**src/rtl/ac_rms_after_settle_macros.svh**
```systemverilog
// Assertion macros used by the RTL top level.
// Clock and reset names are taken from the including scope (clk, rst_n).
`ifndef AC_RMS_AFTER_SETTLE_MACROS_SVH
`define AC_RMS_AFTER_SETTLE_MACROS_SVH

`ifndef SYNTHESIS
`define ACR_ASSERT_IMP(lbl, ante, cons, msg) \
    lbl: assert property (@(posedge clk) disable iff (!rst_n) (ante) |-> (cons)) \
        else $error(msg);
`define ACR_ASSERT_NEXT(lbl, ante, cons, msg) \
    lbl: assert property (@(posedge clk) disable iff (!rst_n) (ante) |=> (cons)) \
        else $error(msg);
`else
`define ACR_ASSERT_IMP(lbl, ante, cons, msg)
`define ACR_ASSERT_NEXT(lbl, ante, cons, msg)
`endif

`endif

```
**src/rtl/acrms_pkg.sv**
```systemverilog
package acrms_pkg;

    localparam int unsigned DEF_MAX_SAMPLES  = 1024;
    localparam int unsigned DEF_SAMPLE_WIDTH = 16;
    localparam int unsigned QUEUE_DEPTH      = 2;

    localparam int unsigned IN_W   = 16;
    localparam int unsigned SKIP_W = 10;
    localparam int unsigned POS_W  = 11;
    localparam int unsigned RMS_W  = 16;
    localparam int unsigned STAT_W = 2;

    localparam logic [POS_W-1:0] POS_CAP = 11'd1024;
    localparam logic [RMS_W-1:0] RMS_SAT = 16'hFFFF;

    localparam logic [STAT_W-1:0] ST_OK       = 2'd0;
    localparam logic [STAT_W-1:0] ST_EMPTY    = 2'd1;
    localparam logic [STAT_W-1:0] ST_OVERFLOW = 2'd2;

    typedef struct packed {
        logic [RMS_W-1:0]  rms;
        logic [STAT_W-1:0] status;
    } result_t;

    // width of the accepted-sample count
    function automatic int cnt_w(input int max_samples);
        return $clog2(max_samples + 1);
    endfunction

    // signed width of the running sum
    function automatic int sum_w(input int sample_w, input int max_samples);
        return sample_w + $clog2(max_samples) + 1;
    endfunction

    // width of the running sum of squares
    function automatic int sq_w(input int sample_w, input int max_samples);
        return 2 * sample_w - 1 + $clog2(max_samples);
    endfunction

    // width of N*Q - S^2, rounded up to even for the root
    function automatic int d_w(input int sample_w, input int max_samples);
        int w;
        w = cnt_w(max_samples) + sq_w(sample_w, max_samples);
        return w + (w % 2);
    endfunction

    function automatic int rec_w(input int sample_w, input int max_samples);
        return cnt_w(max_samples) + sum_w(sample_w, max_samples)
            + sq_w(sample_w, max_samples) + 1;
    endfunction

endpackage

```
**src/rtl/acrms_front.sv**
```systemverilog
module acrms_front #(
    parameter int MAX_SAMPLES  = acrms_pkg::DEF_MAX_SAMPLES,
    parameter int SAMPLE_WIDTH = acrms_pkg::DEF_SAMPLE_WIDTH,
    parameter int REC_W        = acrms_pkg::rec_w(SAMPLE_WIDTH, MAX_SAMPLES)
) (
    input  logic                             clk,
    input  logic                             rst_n,
    input  logic                             cfg_valid,
    input  logic [acrms_pkg::SKIP_W-1:0]     cfg_data,
    input  logic                             in_valid,
    output logic                             in_ready,
    input  logic signed [acrms_pkg::IN_W-1:0] sample,
    input  logic                             last_sample,
    input  logic                             q_full,
    output logic                             push,
    output logic [REC_W-1:0]                 push_rec
);

    localparam int NW    = acrms_pkg::cnt_w(MAX_SAMPLES);
    localparam int SUMW  = acrms_pkg::sum_w(SAMPLE_WIDTH, MAX_SAMPLES);
    localparam int QW    = acrms_pkg::sq_w(SAMPLE_WIDTH, MAX_SAMPLES);
    localparam int RAW_W = (SAMPLE_WIDTH > acrms_pkg::IN_W) ? SAMPLE_WIDTH : acrms_pkg::IN_W;

    logic [acrms_pkg::SKIP_W-1:0] skip_reg;
    logic [acrms_pkg::POS_W-1:0]  idx_reg, idx_next;
    logic [NW-1:0]                cnt_reg, cnt_next;
    logic signed [SUMW-1:0]       sum_reg, sum_next;
    logic [QW-1:0]                sq_reg, sq_next;
    logic                         ovf_reg, ovf_next;

    logic [RAW_W-1:0]               raw;
    logic [SAMPLE_WIDTH-1:0]        raw_s;
    logic signed [SAMPLE_WIDTH-1:0] x;
    logic [SAMPLE_WIDTH-1:0]        mag;
    logic [2*SAMPLE_WIDTH-1:0]      mag_sq;
    logic                           take, room, accept;

    // the low SAMPLE_WIDTH bits of the port form the sample
    assign raw    = RAW_W'($unsigned(sample));
    assign raw_s  = raw[SAMPLE_WIDTH-1:0];
    assign x      = signed'(raw_s);
    assign mag    = raw_s[SAMPLE_WIDTH-1] ? (~raw_s + 1'b1) : raw_s;
    assign mag_sq = (2*SAMPLE_WIDTH)'(mag) * (2*SAMPLE_WIDTH)'(mag);

    assign in_ready = !q_full;
    assign accept   = in_valid && in_ready;
    assign take     = idx_reg >= acrms_pkg::POS_W'(skip_reg);
    assign room     = cnt_reg < NW'(MAX_SAMPLES);

    always_comb
    begin
        cnt_next = cnt_reg;
        sum_next = sum_reg;
        sq_next  = sq_reg;
        ovf_next = ovf_reg;
        if (take)
        begin
            if (room)
            begin
                cnt_next = cnt_reg + 1'b1;
                sum_next = sum_reg + SUMW'(x);
                sq_next  = sq_reg + QW'(mag_sq);
            end
            else
            begin
                ovf_next = 1'b1;
            end
        end
        idx_next = (idx_reg == acrms_pkg::POS_CAP) ? idx_reg : idx_reg + 1'b1;
    end

    assign push     = accept && last_sample;
    assign push_rec = {cnt_next, sum_next, sq_next, ovf_next};

    always_ff @(posedge clk or negedge rst_n)
    begin
        if (!rst_n)
        begin
            skip_reg <= '0;
            idx_reg  <= '0;
            cnt_reg  <= '0;
            sum_reg  <= '0;
            sq_reg   <= '0;
            ovf_reg  <= 1'b0;
        end
        else
        begin
            if (cfg_valid)
            begin
                skip_reg <= cfg_data;
            end
            if (accept)
            begin
                if (last_sample)
                begin
                    idx_reg <= '0;
                    cnt_reg <= '0;
                    sum_reg <= '0;
                    sq_reg  <= '0;
                    ovf_reg <= 1'b0;
                end
                else
                begin
                    idx_reg <= idx_next;
                    cnt_reg <= cnt_next;
                    sum_reg <= sum_next;
                    sq_reg  <= sq_next;
                    ovf_reg <= ovf_next;
                end
            end
        end
    end

endmodule

```
**src/rtl/acrms_fifo.sv**
```systemverilog
module acrms_fifo #(
    parameter int WIDTH = 8,
    parameter int DEPTH = acrms_pkg::QUEUE_DEPTH
) (
    input  logic             clk,
    input  logic             rst_n,
    input  logic             push,
    input  logic [WIDTH-1:0] wdata,
    input  logic             pop,
    output logic [WIDTH-1:0] rdata,
    output logic             full,
    output logic             empty
);

    localparam int AW = (DEPTH > 1) ? $clog2(DEPTH) : 1;
    localparam int CW = $clog2(DEPTH + 1);

    logic [WIDTH-1:0] mem_reg [DEPTH];
    logic [AW-1:0]    wr_ptr_reg, rd_ptr_reg;
    logic [CW-1:0]    count_reg;

    assign full  = count_reg == CW'(DEPTH);
    assign empty = count_reg == '0;
    assign rdata = mem_reg[rd_ptr_reg];

    always_ff @(posedge clk)
    begin
        if (push)
        begin
            mem_reg[wr_ptr_reg] <= wdata;
        end
    end

    always_ff @(posedge clk or negedge rst_n)
    begin
        if (!rst_n)
        begin
            wr_ptr_reg <= '0;
            rd_ptr_reg <= '0;
            count_reg  <= '0;
        end
        else
        begin
            if (push)
            begin
                wr_ptr_reg <= (wr_ptr_reg == AW'(DEPTH - 1)) ? '0 : wr_ptr_reg + 1'b1;
            end
            if (pop)
            begin
                rd_ptr_reg <= (rd_ptr_reg == AW'(DEPTH - 1)) ? '0 : rd_ptr_reg + 1'b1;
            end
            if (push && !pop)
            begin
                count_reg <= count_reg + 1'b1;
            end
            else if (pop && !push)
            begin
                count_reg <= count_reg - 1'b1;
            end
        end
    end

endmodule

```
**src/rtl/acrms_back.sv**
```systemverilog
module acrms_back #(
    parameter int MAX_SAMPLES  = acrms_pkg::DEF_MAX_SAMPLES,
    parameter int SAMPLE_WIDTH = acrms_pkg::DEF_SAMPLE_WIDTH,
    parameter int REC_W        = acrms_pkg::rec_w(SAMPLE_WIDTH, MAX_SAMPLES)
) (
    input  logic                           clk,
    input  logic                           rst_n,
    input  logic                           q_empty,
    input  logic [REC_W-1:0]               q_rec,
    output logic                           pop,
    output logic                           out_valid,
    input  logic                           out_ready,
    output logic [acrms_pkg::RMS_W-1:0]    rms_level,
    output logic [acrms_pkg::STAT_W-1:0]   status
);

    localparam int NW    = acrms_pkg::cnt_w(MAX_SAMPLES);
    localparam int SUMW  = acrms_pkg::sum_w(SAMPLE_WIDTH, MAX_SAMPLES);
    localparam int QW    = acrms_pkg::sq_w(SAMPLE_WIDTH, MAX_SAMPLES);
    localparam int DW    = acrms_pkg::d_w(SAMPLE_WIDTH, MAX_SAMPLES);
    localparam int RW    = DW / 2;
    localparam int MAGW  = SUMW - 1;
    localparam int MW    = (NW > MAGW) ? NW : MAGW;
    localparam int ITMAX = (MW > RW) ? MW : RW;
    localparam int ITW   = $clog2(ITMAX + 1);
    localparam int QX    = (RW > acrms_pkg::RMS_W) ? RW : acrms_pkg::RMS_W;

    typedef enum logic [2:0] {
        S_IDLE,
        S_MUL,
        S_SUB,
        S_SQRT,
        S_DIV,
        S_DONE
    } state_t;

    state_t                 state_reg;
    logic [ITW-1:0]         it_reg;
    logic [NW-1:0]          n_reg, nsh_reg;
    logic [MAGW-1:0]        msh_reg;
    logic [DW-1:0]          qsh_reg, ssh_reg, nq_reg, ss_reg;
    logic [RW:0]            srem_reg;
    logic [RW-1:0]          root_reg;
    logic [NW-1:0]          drem_reg;
    logic                   ovf_reg, empty_reg;
    logic                   out_valid_reg;
    acrms_pkg::result_t     out_reg;

    // record fields
    logic [NW-1:0]          rec_cnt;
    logic signed [SUMW-1:0] rec_sum;
    logic [QW-1:0]          rec_sq;
    logic                   rec_ovf;
    logic [MAGW-1:0]        rec_smag;

    // step logic
    logic [RW+2:0]          sq_rt, sq_trial;
    logic                   sq_ge;
    logic [NW:0]            dv_rt;
    logic                   dv_ge;
    logic [QX-1:0]          quo_x;
    logic [acrms_pkg::RMS_W-1:0] rms_sat;
    logic                   load_out;

    assign {rec_cnt, rec_sum, rec_sq, rec_ovf} = q_rec;
    assign rec_smag = rec_sum[SUMW-1] ? MAGW'(-rec_sum) : MAGW'(rec_sum);

    assign pop = (state_reg == S_IDLE) && !q_empty;

    // one root bit per step, restoring
    assign sq_rt    = {srem_reg, nq_reg[DW-1 -: 2]};
    assign sq_trial = (RW+3)'({root_reg, 2'b01});
    assign sq_ge    = sq_rt >= sq_trial;

    // one quotient bit per step, restoring
    assign dv_rt = {drem_reg, root_reg[RW-1]};
    assign dv_ge = dv_rt >= (NW+1)'(n_reg);

    assign quo_x   = QX'(root_reg);
    assign rms_sat = (quo_x > QX'(acrms_pkg::RMS_SAT)) ? acrms_pkg::RMS_SAT
                                                         : quo_x[acrms_pkg::RMS_W-1:0];

    assign load_out = (state_reg == S_DONE) && (!out_valid_reg || out_ready);

    always_ff @(posedge clk or negedge rst_n)
    begin
        if (!rst_n)
        begin
            state_reg     <= S_IDLE;
            out_valid_reg <= 1'b0;
            it_reg        <= '0;
        end
        else
        begin
            if (load_out)
            begin
                out_valid_reg <= 1'b1;
            end
            else if (out_valid_reg && out_ready)
            begin
                out_valid_reg <= 1'b0;
            end
            unique case (state_reg)
                S_IDLE:
                begin
                    if (!q_empty)
                    begin
                        n_reg     <= rec_cnt;
                        nsh_reg   <= rec_cnt;
                        msh_reg   <= rec_smag;
                        qsh_reg   <= DW'(rec_sq);
                        ssh_reg   <= DW'(rec_smag);
                        nq_reg    <= '0;
                        ss_reg    <= '0;
                        ovf_reg   <= rec_ovf;
                        empty_reg <= rec_cnt == '0;
                        it_reg    <= '0;
                        state_reg <= (rec_cnt == '0) ? S_DONE : S_MUL;
                    end
                end
                S_MUL:
                begin
                    if (nsh_reg[0])
                    begin
                        nq_reg <= nq_reg + qsh_reg;
                    end
                    if (msh_reg[0])
                    begin
                        ss_reg <= ss_reg + ssh_reg;
                    end
                    qsh_reg <= qsh_reg << 1;
                    ssh_reg <= ssh_reg << 1;
                    nsh_reg <= nsh_reg >> 1;
                    msh_reg <= msh_reg >> 1;
                    it_reg  <= it_reg + 1'b1;
                    if (it_reg == ITW'(MW - 1))
                    begin
                        state_reg <= S_SUB;
                    end
                end
                S_SUB:
                begin
                    // S^2 never exceeds N*Q, so the difference is exact
                    nq_reg    <= nq_reg - ss_reg;
                    srem_reg  <= '0;
                    root_reg  <= '0;
                    it_reg    <= '0;
                    state_reg <= S_SQRT;
                end
                S_SQRT:
                begin
                    srem_reg <= sq_ge ? (RW+1)'(sq_rt - sq_trial) : (RW+1)'(sq_rt);
                    root_reg <= {root_reg[RW-2:0], sq_ge};
                    nq_reg   <= nq_reg << 2;
                    if (it_reg == ITW'(RW - 1))
                    begin
                        drem_reg  <= '0;
                        it_reg    <= '0;
                        state_reg <= S_DIV;
                    end
                    else
                    begin
                        it_reg <= it_reg + 1'b1;
                    end
                end
                S_DIV:
                begin
                    drem_reg <= dv_ge ? NW'(dv_rt - (NW+1)'(n_reg)) : NW'(dv_rt);
                    root_reg <= {root_reg[RW-2:0], dv_ge};
                    it_reg   <= it_reg + 1'b1;
                    if (it_reg == ITW'(RW - 1))
                    begin
                        state_reg <= S_DONE;
                    end
                end
                S_DONE:
                begin
                    if (load_out)
                    begin
                        if (empty_reg)
                        begin
                            out_reg.rms    <= '0;
                            out_reg.status <= acrms_pkg::ST_EMPTY;
                        end
                        else
                        begin
                            out_reg.rms    <= rms_sat;
                            out_reg.status <= ovf_reg ? acrms_pkg::ST_OVERFLOW
                                                      : acrms_pkg::ST_OK;
                        end
                        state_reg <= S_IDLE;
                    end
                end
                default:
                begin
                    state_reg <= S_IDLE;
                end
            endcase
        end
    end

    assign out_valid = out_valid_reg;
    assign rms_level = out_reg.rms;
    assign status    = out_reg.status;

endmodule

```
**src/rtl/ac_rms_after_settle.sv**
```systemverilog
// Mean-removed RMS over one block of signed samples. Samples are taken one
// per cycle on the input request channel; the last sample of a block is
// marked by last_sample. The first settle_skip samples of each block are
// ignored, then up to MAX_SAMPLES samples are counted into N, a sum S and a
// sum of squares Q. When a block ends its totals go into a two-entry queue
// and accumulation of the next block starts at once. A back end works each
// queued block out exactly in integers, floor(floor(sqrt(N*Q - S^2)) / N),
// and offers one result request with status ok, empty (nothing after the
// skip, rms 0) or overflow (samples beyond MAX_SAMPLES dropped). rms_level
// saturates at 65535. Timing: the front end takes one sample per cycle,
// stalling only while both queue entries are full. The back end is a shift-
// add multiplier, a radix-2 square root and a restoring divider run in turn;
// it takes the next queued block only once the last result is in its output
// register, and an empty block skips straight to that register. settle_skip
// is written over the cfg request channel; the user must write it only while
// the block is idle, as the block itself has no check for this; a new value
// applies from the next sample, against its position in the block.
module ac_rms_after_settle #(
    parameter int MAX_SAMPLES  = acrms_pkg::DEF_MAX_SAMPLES,
    parameter int SAMPLE_WIDTH = acrms_pkg::DEF_SAMPLE_WIDTH
) (
    input  logic                              clk,
    input  logic                              rst_n,
    // configuration: settle_skip
    input  logic                              cfg_valid,
    output logic                              cfg_ready,
    input  logic [acrms_pkg::SKIP_W-1:0]      cfg_data,
    // sample requests
    input  logic                              in_valid,
    output logic                              in_ready,
    input  logic signed [acrms_pkg::IN_W-1:0] sample,
    input  logic                              last_sample,
    // result requests
    output logic                              out_valid,
    input  logic                              out_ready,
    output logic [acrms_pkg::RMS_W-1:0]       rms_level,
    output logic [acrms_pkg::STAT_W-1:0]      status
);

`include "ac_rms_after_settle_macros.svh"

    localparam int REC_W = acrms_pkg::rec_w(SAMPLE_WIDTH, MAX_SAMPLES);

    logic             push, pop;
    logic             q_full, q_empty;
    logic [REC_W-1:0] push_rec, q_rec;

    // the skip register is always free to take a write
    assign cfg_ready = 1'b1;

    // front end: settle skip, count, sum, sum of squares
    acrms_front #(
        .MAX_SAMPLES  (MAX_SAMPLES),
        .SAMPLE_WIDTH (SAMPLE_WIDTH),
        .REC_W        (REC_W)
    ) u_front (
        .clk         (clk),
        .rst_n       (rst_n),
        .cfg_valid   (cfg_valid),
        .cfg_data    (cfg_data),
        .in_valid    (in_valid),
        .in_ready    (in_ready),
        .sample      (sample),
        .last_sample (last_sample),
        .q_full      (q_full),
        .push        (push),
        .push_rec    (push_rec)
    );

    // per-block totals waiting for the back end
    acrms_fifo #(
        .WIDTH (REC_W),
        .DEPTH (acrms_pkg::QUEUE_DEPTH)
    ) u_queue (
        .clk   (clk),
        .rst_n (rst_n),
        .push  (push),
        .wdata (push_rec),
        .pop   (pop),
        .rdata (q_rec),
        .full  (q_full),
        .empty (q_empty)
    );

    // back end: N*Q - S^2, root, divide by N, output register
    acrms_back #(
        .MAX_SAMPLES  (MAX_SAMPLES),
        .SAMPLE_WIDTH (SAMPLE_WIDTH),
        .REC_W        (REC_W)
    ) u_back (
        .clk       (clk),
        .rst_n     (rst_n),
        .q_empty   (q_empty),
        .q_rec     (q_rec),
        .pop       (pop),
        .out_valid (out_valid),
        .out_ready (out_ready),
        .rms_level (rms_level),
        .status    (status)
    );

    // the back end only takes a record that is there
    `ACR_ASSERT_IMP(a_pop_has_data, pop, !q_empty, "queue popped while empty")

    // a pushed record is visible to the back end next cycle
    `ACR_ASSERT_NEXT(a_push_lands, push && !pop, !q_empty, "pushed record lost")

    // an empty block reports zero
    `ACR_ASSERT_IMP(a_empty_zero, out_valid && status == acrms_pkg::ST_EMPTY,
                    rms_level == '0, "empty block with nonzero rms")

endmodule
```
**config.mk**
```make
export PLATFORM = sky130hd
export DESIGN_NAME = ac_rms_after_settle
export DESIGN_NICKNAME = d
export VERILOG_FILES = /design/src/rtl/acrms_pkg.sv /design/src/rtl/acrms_front.sv /design/src/rtl/acrms_fifo.sv /design/src/rtl/acrms_back.sv /design/src/rtl/ac_rms_after_settle.sv
export VERILOG_INCLUDE_DIRS = /design/src /design/src/rtl
export SDC_FILE = /design/constraint.sdc
export NUM_CORES = 2
export LEC_CHECK = 0
export BUFFER_PORTS_ARGS = -buffer_cell sky130_fd_sc_hd__buf_2
export CAP_MARGIN = 0
export CORE_MARGIN = 2
export CORE_UTILIZATION = 50
export DETAILED_ROUTE_END_ITERATION = 12
export PLACE_DENSITY = 0.62
export SLEW_MARGIN = 20
export SYNTH_ARGS = -nofsm -noshare
export SYNTH_HDL_FRONTEND = slang
export SYNTH_SLANG_ARGS = --single-unit
```
**constraint.sdc**
```tcl
create_clock -name clk -period 31.1 [get_ports clk]
set_input_delay 6.22 -clock clk [delete_from_list [all_inputs] [get_ports clk]]
set_output_delay 6.22 -clock clk [all_outputs]
set_load 0.1 [all_outputs]
```
After elaboration in Yosys (flattened, before gate mapping)
Memory sizes are Yosys's and may differ from the RTL's.
Cells that the tools add are included.
{"block": "totals", "register_bits": 454, "latchBits": 0, "ram_bits": 160, "mem_bits_ro": 0, "inputBits": 32, "out_inout_bits": 21, "n_memories": 1}
{"block": "classes", "n_addsub": 16, "multipliers": 1, "div_mod_pow": 0, "magnitude_cmp": 5, "n_eq_ne": 16, "n_shift": 0, "n_mux": 55, "bitwise_logic": 2, "reduce_logical": 36}
{"memory": "u_queue.mem_reg", "words": 2, "width": 80, "read_ports": 1, "rd_clocked_by_memory_dff": 0, "write_ports": 1, "line_no": "acrms_fifo.sv:18", "source": "logic [WIDTH-1:0] mem_reg [DEPTH];"}
{"op": "one-hot mux 52 bit (2 select lines)", "count": 3}
{"op": "two-way mux 52 bit", "count": 5}
{"op": "one-hot mux 52 bit (4 select lines)", "count": 1}
{"op": "two-way mux 41 bit", "count": 3}
{"op": "two-way mux 27 bit", "count": 4}
{"op": "adder 52 bit", "count": 2}
{"op": "two-way mux 11 bit", "count": 8}
{"op": "one-hot mux 26 bit (3 select lines)", "count": 1}
{"op": "one-hot mux 27 bit (2 select lines)", "count": 1}
{"op": "two-way mux 26 bit", "count": 2}
{"op": "one-hot mux 26 bit (2 select lines)", "count": 1}
{"op": "subtractor 52 bit", "count": 1}
{"op": "one-hot mux 11 bit (2 select lines)", "count": 2}
{"op": "adder 41 x 32 -> 41 bit", "count": 1}
{"op": "multiplier 16 x 16 -> 32 bit", "count": 1}
{"op": "two-way mux 16 bit", "count": 2}
{"op": "greater-or-equal comparator 29 x 28 -> 1 bit", "count": 1}
{"op": "adder 27 x 16 -> 27 bit", "count": 1}
{"op": "subtractor 27 bit", "count": 1}
{"op": "greater-than comparator 26 x 16 -> 1 bit (second input constant)", "count": 1}
{"op": "negation 26 bit", "count": 1}
{"op": "adder 11 x 1 -> 11 bit (second input constant)", "count": 2}
{"op": "one-hot mux 5 bit (4 select lines)", "count": 1}
{"op": "two-way mux 3 bit", "count": 6}
{"op": "other kinds (37)", "count": 79}

Longest topological paths before layout
{"block": "logic_depth", "depth_word": 8, "ltp_mapped": 34}

By module
From an unflattened synthesis, not the netlist that was laid out.
{"block": "unflattened", "hier_cells": 4587, "hier_area_um2": 45016.9}
{"module": "acrms_back", "instances": 1, "cells_per_inst": 2492, "area_per_inst_um2": 23505.0, "seq_area_each_um2": 10435.0}
{"module": "acrms_front", "instances": 1, "cells_per_inst": 1828, "area_per_inst_um2": 15140.8, "seq_area_each_um2": 2527.4}
{"module": "acrms_fifo", "instances": 1, "cells_per_inst": 265, "area_per_inst_um2": 6359.8, "seq_area_each_um2": 4904.7}
{"module": "ac_rms_after_settle", "instances": 1, "cells_per_inst": 2, "area_per_inst_um2": 11.3, "seq_area_each_um2": 0.0}

Least setup slack after synthesis
No wires, ideal clock.
{"block": "synth_path", "path_type": "input-to-reg", "from": "in rst_n", "to": "reg u_back.ss_reg[0] (enable)", "arrival_ns": 20.038, "required_ns": 30.559, "slack_ns": 10.521, "stages": 3, "cell_sequence": "nand2_1 > nor3_1 > a21boi_0"}
{"block": "synth_via", "elab_chain_len": 1}
{"item": "start, declared", "line_no": "ac_rms_after_settle.sv:23", "source": "input logic rst_n,"}
{"item": "AND reduction 4 bit (no line)"}
{"item": "end signal, assigned", "line_no": "acrms_back.sv:129", "source": "ss_reg <= ss_reg + ssh_reg;"}
{"item": "end, declared", "line_no": "acrms_back.sv:41", "source": "logic [DW-1:0] qsh_reg, ssh_reg, nq_reg, ss_reg;"}
No other way between the ends.
A chain may end at the register's enable or synchronous reset.

Worst setup path after layout
{"block": "layout_path", "from": "in sample[0] in the netlist's numbering", "to": "mem u_queue.mem_reg[0][41] in the netlist's numbering, data pin"}
{"block": "layout_via", "elab_chain_len": 7}
{"item": "start, declared", "line_no": "ac_rms_after_settle.sv:31", "source": "input logic signed [acrms_pkg::IN_W-1:0] sample,"}
{"item": "NOT 16 bit", "line_no": "acrms_front.sv:42", "source": "assign mag = raw_s[SAMPLE_WIDTH-1] ? (~raw_s + 1'b1) : raw_s;"}
{"item": "adder 16 x 1 -> 16 bit", "line_no": "acrms_front.sv:42"}
{"item": "two-way mux 16 bit *", "line_no": "acrms_front.sv:42"}
{"item": "multiplier 16 x 16 -> 32 bit *", "line_no": "acrms_front.sv:43", "source": "assign mag_sq = (2*SAMPLE_WIDTH)'(mag) * (2*SAMPLE_WIDTH)'(mag);"}
{"item": "adder 41 x 32 -> 41 bit *", "line_no": "acrms_front.sv:62", "source": "sq_next = sq_reg + QW'(mag_sq);"}
{"item": "two-way mux 41 bit *", "line_no": "acrms_front.sv:58", "source": "if (room)"}
{"item": "two-way mux 41 bit *", "line_no": "acrms_front.sv:56", "source": "if (take)"}
{"item": "named net push_rec[41]", "line_no": "ac_rms_after_settle.sv:46", "source": "logic [REC_W-1:0] push_rec, q_rec;"}
{"item": "end, declared", "line_no": "acrms_fifo.sv:18"}
Mark *: on every way through the listed nets, which the timed path passes. The rest lies on a longest branch.

==> flow_summary_export.csv <==
group,metric,value,unit
cts,cts_resized,0,
timing,worst_pin_slew,1060,ps
routing,drtIter0Drc,2098,
global_routing,top_usage_layer,"met2",
logic_synthesis,synth-edff-count,500,
global_routing,grt_overflow,0,
cells_and_area,final_util,0.547,
logic_synthesis,yosys.area_share.simple,0.143,
routing,route.detailed.wl_per_inst,18.6,µm
global_routing,grt_max_degree,93,
logic_synthesis,seq_area_frac_synth,0.401,
timing,slew_violations,0,
cells_and_area,syn_to_final_growth,8.49,%
die,core_area,88400,µm²
cells_and_area,nets,5090,
routing,dr.pass1.iters,6,
global_routing,grt_pass1_wl,173,mm
critical_path,ff2ff_setup_slack,25030,ps
global_routing,antenna_found_initial,1,
cts,htree_levels,3,
cts,cts.path.max_buffers,3,
cts,path_clk_slew,50,ps
timing,clock_skew,42.6,ps
global_routing,grt_use_total,0.237,
cts,insertion_delay,640,ps
place,gp_congestion,0.916,
timing,final-setup-viol-count,0,
global_routing,grt_util_met3,0.0234,
critical_path,crit_path_end_kind,"register",
logic_synthesis,synth_cells,4572,
logic_synthesis,synth_ff_type,"edfxtp_1",
critical_path,critPathRequiredTime,31460,ps
logic_synthesis,synth.area.mux_share,0.0331,
run,maxCapViolations,0,
logic_synthesis,syn_area,44500,µm²
timing,relSlewSlack,0.294,
logic_synthesis,synth_xor_area_frac,0.0555,
global_routing,grt.met2_usage,0.397,
routing,drc,0,
global_routing,first_global_vias,31925,
cells_and_area,diodes,0,
cells_and_area,fill_cells,7933,
routing,routed_wl,108,mm
critical_path,critical_path_class,"in2reg",
logic_synthesis,ys_async_sr_fraction,0.186,
die,fp.dieW,302,µm
run_status,status,"finished clean",
routing,viasPerCell,5.59,
cts,cts_hold_buf,0,
die,die_y,302,µm
critical_path,cpMaxStageDelayCell,"xor2_1",
logic_synthesis,syn_area_per_cell,9.74,µm²
critical_path,start_kind,"input pin",
cts,cts_buffers,73,
cells_and_area,finalNonFillerCells,5786,
routing,ant_nets,0,
timing,fmax,69.2,MHz
cts,postCtsSetupBuffers,0,
critical_path,path_max_fanout,11,
place,dpl.hpwl,79.9,mm
place,dp_cells,5657,
cts,cts_sinks,614,
cells_and_area,layout-drive-gt1-share,0.0602,
routing,num_vias,32330,
timing,rsz0062_at_grt,"no",
critical_path,critical_path.max_stage_delay,690,ps
cts,cts_root_buffer,"clkbuf_16",
critical_path,arrival,14810,ps
timing,fin_crit,14460,ps
timing,fin_crit_sh,0.465,
cells_and_area,largest_reg_flops,160,
global_routing,grtUsageMet1,0.329,
hold_path,hp-class,"reg2reg",
logic_synthesis,synth_compound_area_frac,0.139,
logic_synthesis,yosys_warnings,0,
cells_and_area,regArea,17900,µm²
timing,hold_viol_final,0,
timing,fin_setup_tns,0,ps
die,die_area,91500,µm²
cts,tritoncts,"yes",
die,row_count,109,
logic_synthesis,synth_top_family_by_area,"adder cells",
logic_synthesis,ys_ff_latch,614,
cells_and_area,multiInputGateArea,24300,µm²
logic_synthesis,synth_cell_type_count,98,
die,io_pins,53,
place,port_buffers,51,
die,start_util,0.504,
logic_synthesis,synthAdderAreaFrac,0.171,
metal layers:
layer,part of all wire,vias up
met2,0.47,664
met4,0.023,0
met1,0.46,15568
li1,-,15937
met5,0,-
met3,0.039,161
placed cells by master (no fill, tap or decap), drive strengths merged, types with 12 or more instances in the layout:
cell,instances
nand2,491
fa,198
nor3,82
o31ai,26
nor2b,34
a22oi,12
nand4,50
dfrtp,114
nor2,457
xor2,123
and3,64
conb,12
a21oi,265
nor4,31
ha,292
nand2b,33
mux2i,136
a211oi,25
a31oi,27
o21a,46
o21ai,274
or3,28
and2,21
nand3,60
clkbuf,97
a21o,111
o21bai,29
a21boi,15
clkinv,26
buf,92
or4,14
xnor2,159
inv,480
a22o,36
edfxtp,500
o22ai,12
cells in the mapped netlist (8+ instances only):
cell type | n | share of area
mux2i_1 | 136 | 0.031
nor2_1 | 453 | 0.038
inv_1 | 473 | 0.040
or4_1 | 13 | 0.0022
xnor2_1 | 159 | 0.031
o21ai_0 | 240 | 0.027
a211oi_1 | 22 | 0.0037
a22oi_1 | 11 | 0.0019
and3_1 | 64 | 0.0090
o211ai_1 | 8 | 0.0013
edfxtp_1 | 500 | 0.34
or3_1 | 27 | 0.0038
nor3_1 | 81 | 0.0091
buf_2 | 19 | 0.0021
o21a_1 | 46 | 0.0078
clkbuf_1 | 146 | 0.012
a22o_1 | 36 | 0.0071
a21o_1 | 111 | 0.019
o22ai_1 | 12 | 0.0017
a21boi_0 | 11 | 0.0019
xor2_1 | 123 | 0.024
nand4_1 | 48 | 0.0067
dfrtp_1 | 114 | 0.064
buf_1 | 12 | 0.0010
nand3_1 | 60 | 0.0067
a211o_1 | 9 | 0.0018
nand2_1 | 491 | 0.041
o21bai_1 | 29 | 0.0049
nor4_1 | 24 | 0.0034
o31ai_1 | 26 | 0.0044
a31oi_1 | 27 | 0.0038
ha_1 | 292 | 0.082
and2_1 | 20 | 0.0028
nand2b_1 | 33 | 0.0046
a21oi_1 | 265 | 0.030
nor2b_1 | 34 | 0.0048
nor3b_1 | 10 | 0.0017
a31o_2 | 9 | 0.0018
o41ai_1 | 8 | 0.0016
o21ai_1 | 34 | 0.0038
fa_1 | 198 | 0.089
final timing paths:
| check | startpoint | end | cells after the start |
|---|---|---|---|
| worst max-delay path | sample[0] | u_queue.mem_reg[0][41]$_DFFE_PP_ | 29 |
| worst min-delay path | u_front.sq_reg[40]$_DFFE_PN0P_ | u_front.sq_reg[40]$_DFFE_PN0P_ | 2 |
| worst max register to register | u_back.qsh_reg[2]$_DFFE_PP_ | u_back.nq_reg[49]$_DFFE_PP_ | 20 |
| worst min register to register | u_front.sq_reg[40]$_DFFE_PN0P_ | u_front.sq_reg[40]$_DFFE_PN0P_ | 2 |
| max in group asynchronous | rst_n | u_front.sum_reg[24]$_DFFE_PN0P_ | 3 |
| min in group asynchronous | rst_n | u_front.sq_reg[37]$_DFFE_PN0P_ | 1 |
area by class of cell:
type | count | share of cell area
well taps | 1165 | 0.0302
repair buffers | 92 | 0.0119
inverters | 481 | 0.0374
flip-flops and latches | 614 | 0.370
clock buffers | 97 | 0.0420
multi-input cells | 3306 | 0.503
clock inverters | 31 | 0.00619
cell families after synthesis:
| logic type | count (synthesis) |
|---|---|
| AO/OA/AOI/OAI | 978 |
| XOR/XNOR | 282 |
| adder cells (fa/ha/maj) | 490 |
| buffers and inverters | 662 |
| flip-flops | 614 |
| multiplexers | 146 |
| other | 2 |
| AND/OR/NAND/NOR | 1398 |
worst max-delay path: cells and delay by family:
| kind | cells | cell delay (ps) |
|---|---|---|
| AOI/OAI and AO/OA | 5 | 1590 |
| xor gates and xnor gates | 2 | 850 |
| adders and majority gates | 8 | 3530 |
| buffers and inverters | 8 | 1160 |
| and+or+nand+nor | 6 | 1400 |
per-stage QoR:
stage	setup slack, ps	area [µm²]	hold slack, ps
floorplan	10520	44600	424
global placement	16000	46000	483
detailed placement	15740	46000	499
CTS	16410	48300	510
global route	16060	48300	521
finish	16640	48300	503
Power is not shown: default switching activity piles up to over one toggle a cycle in this logic, so the estimate is an artifact.
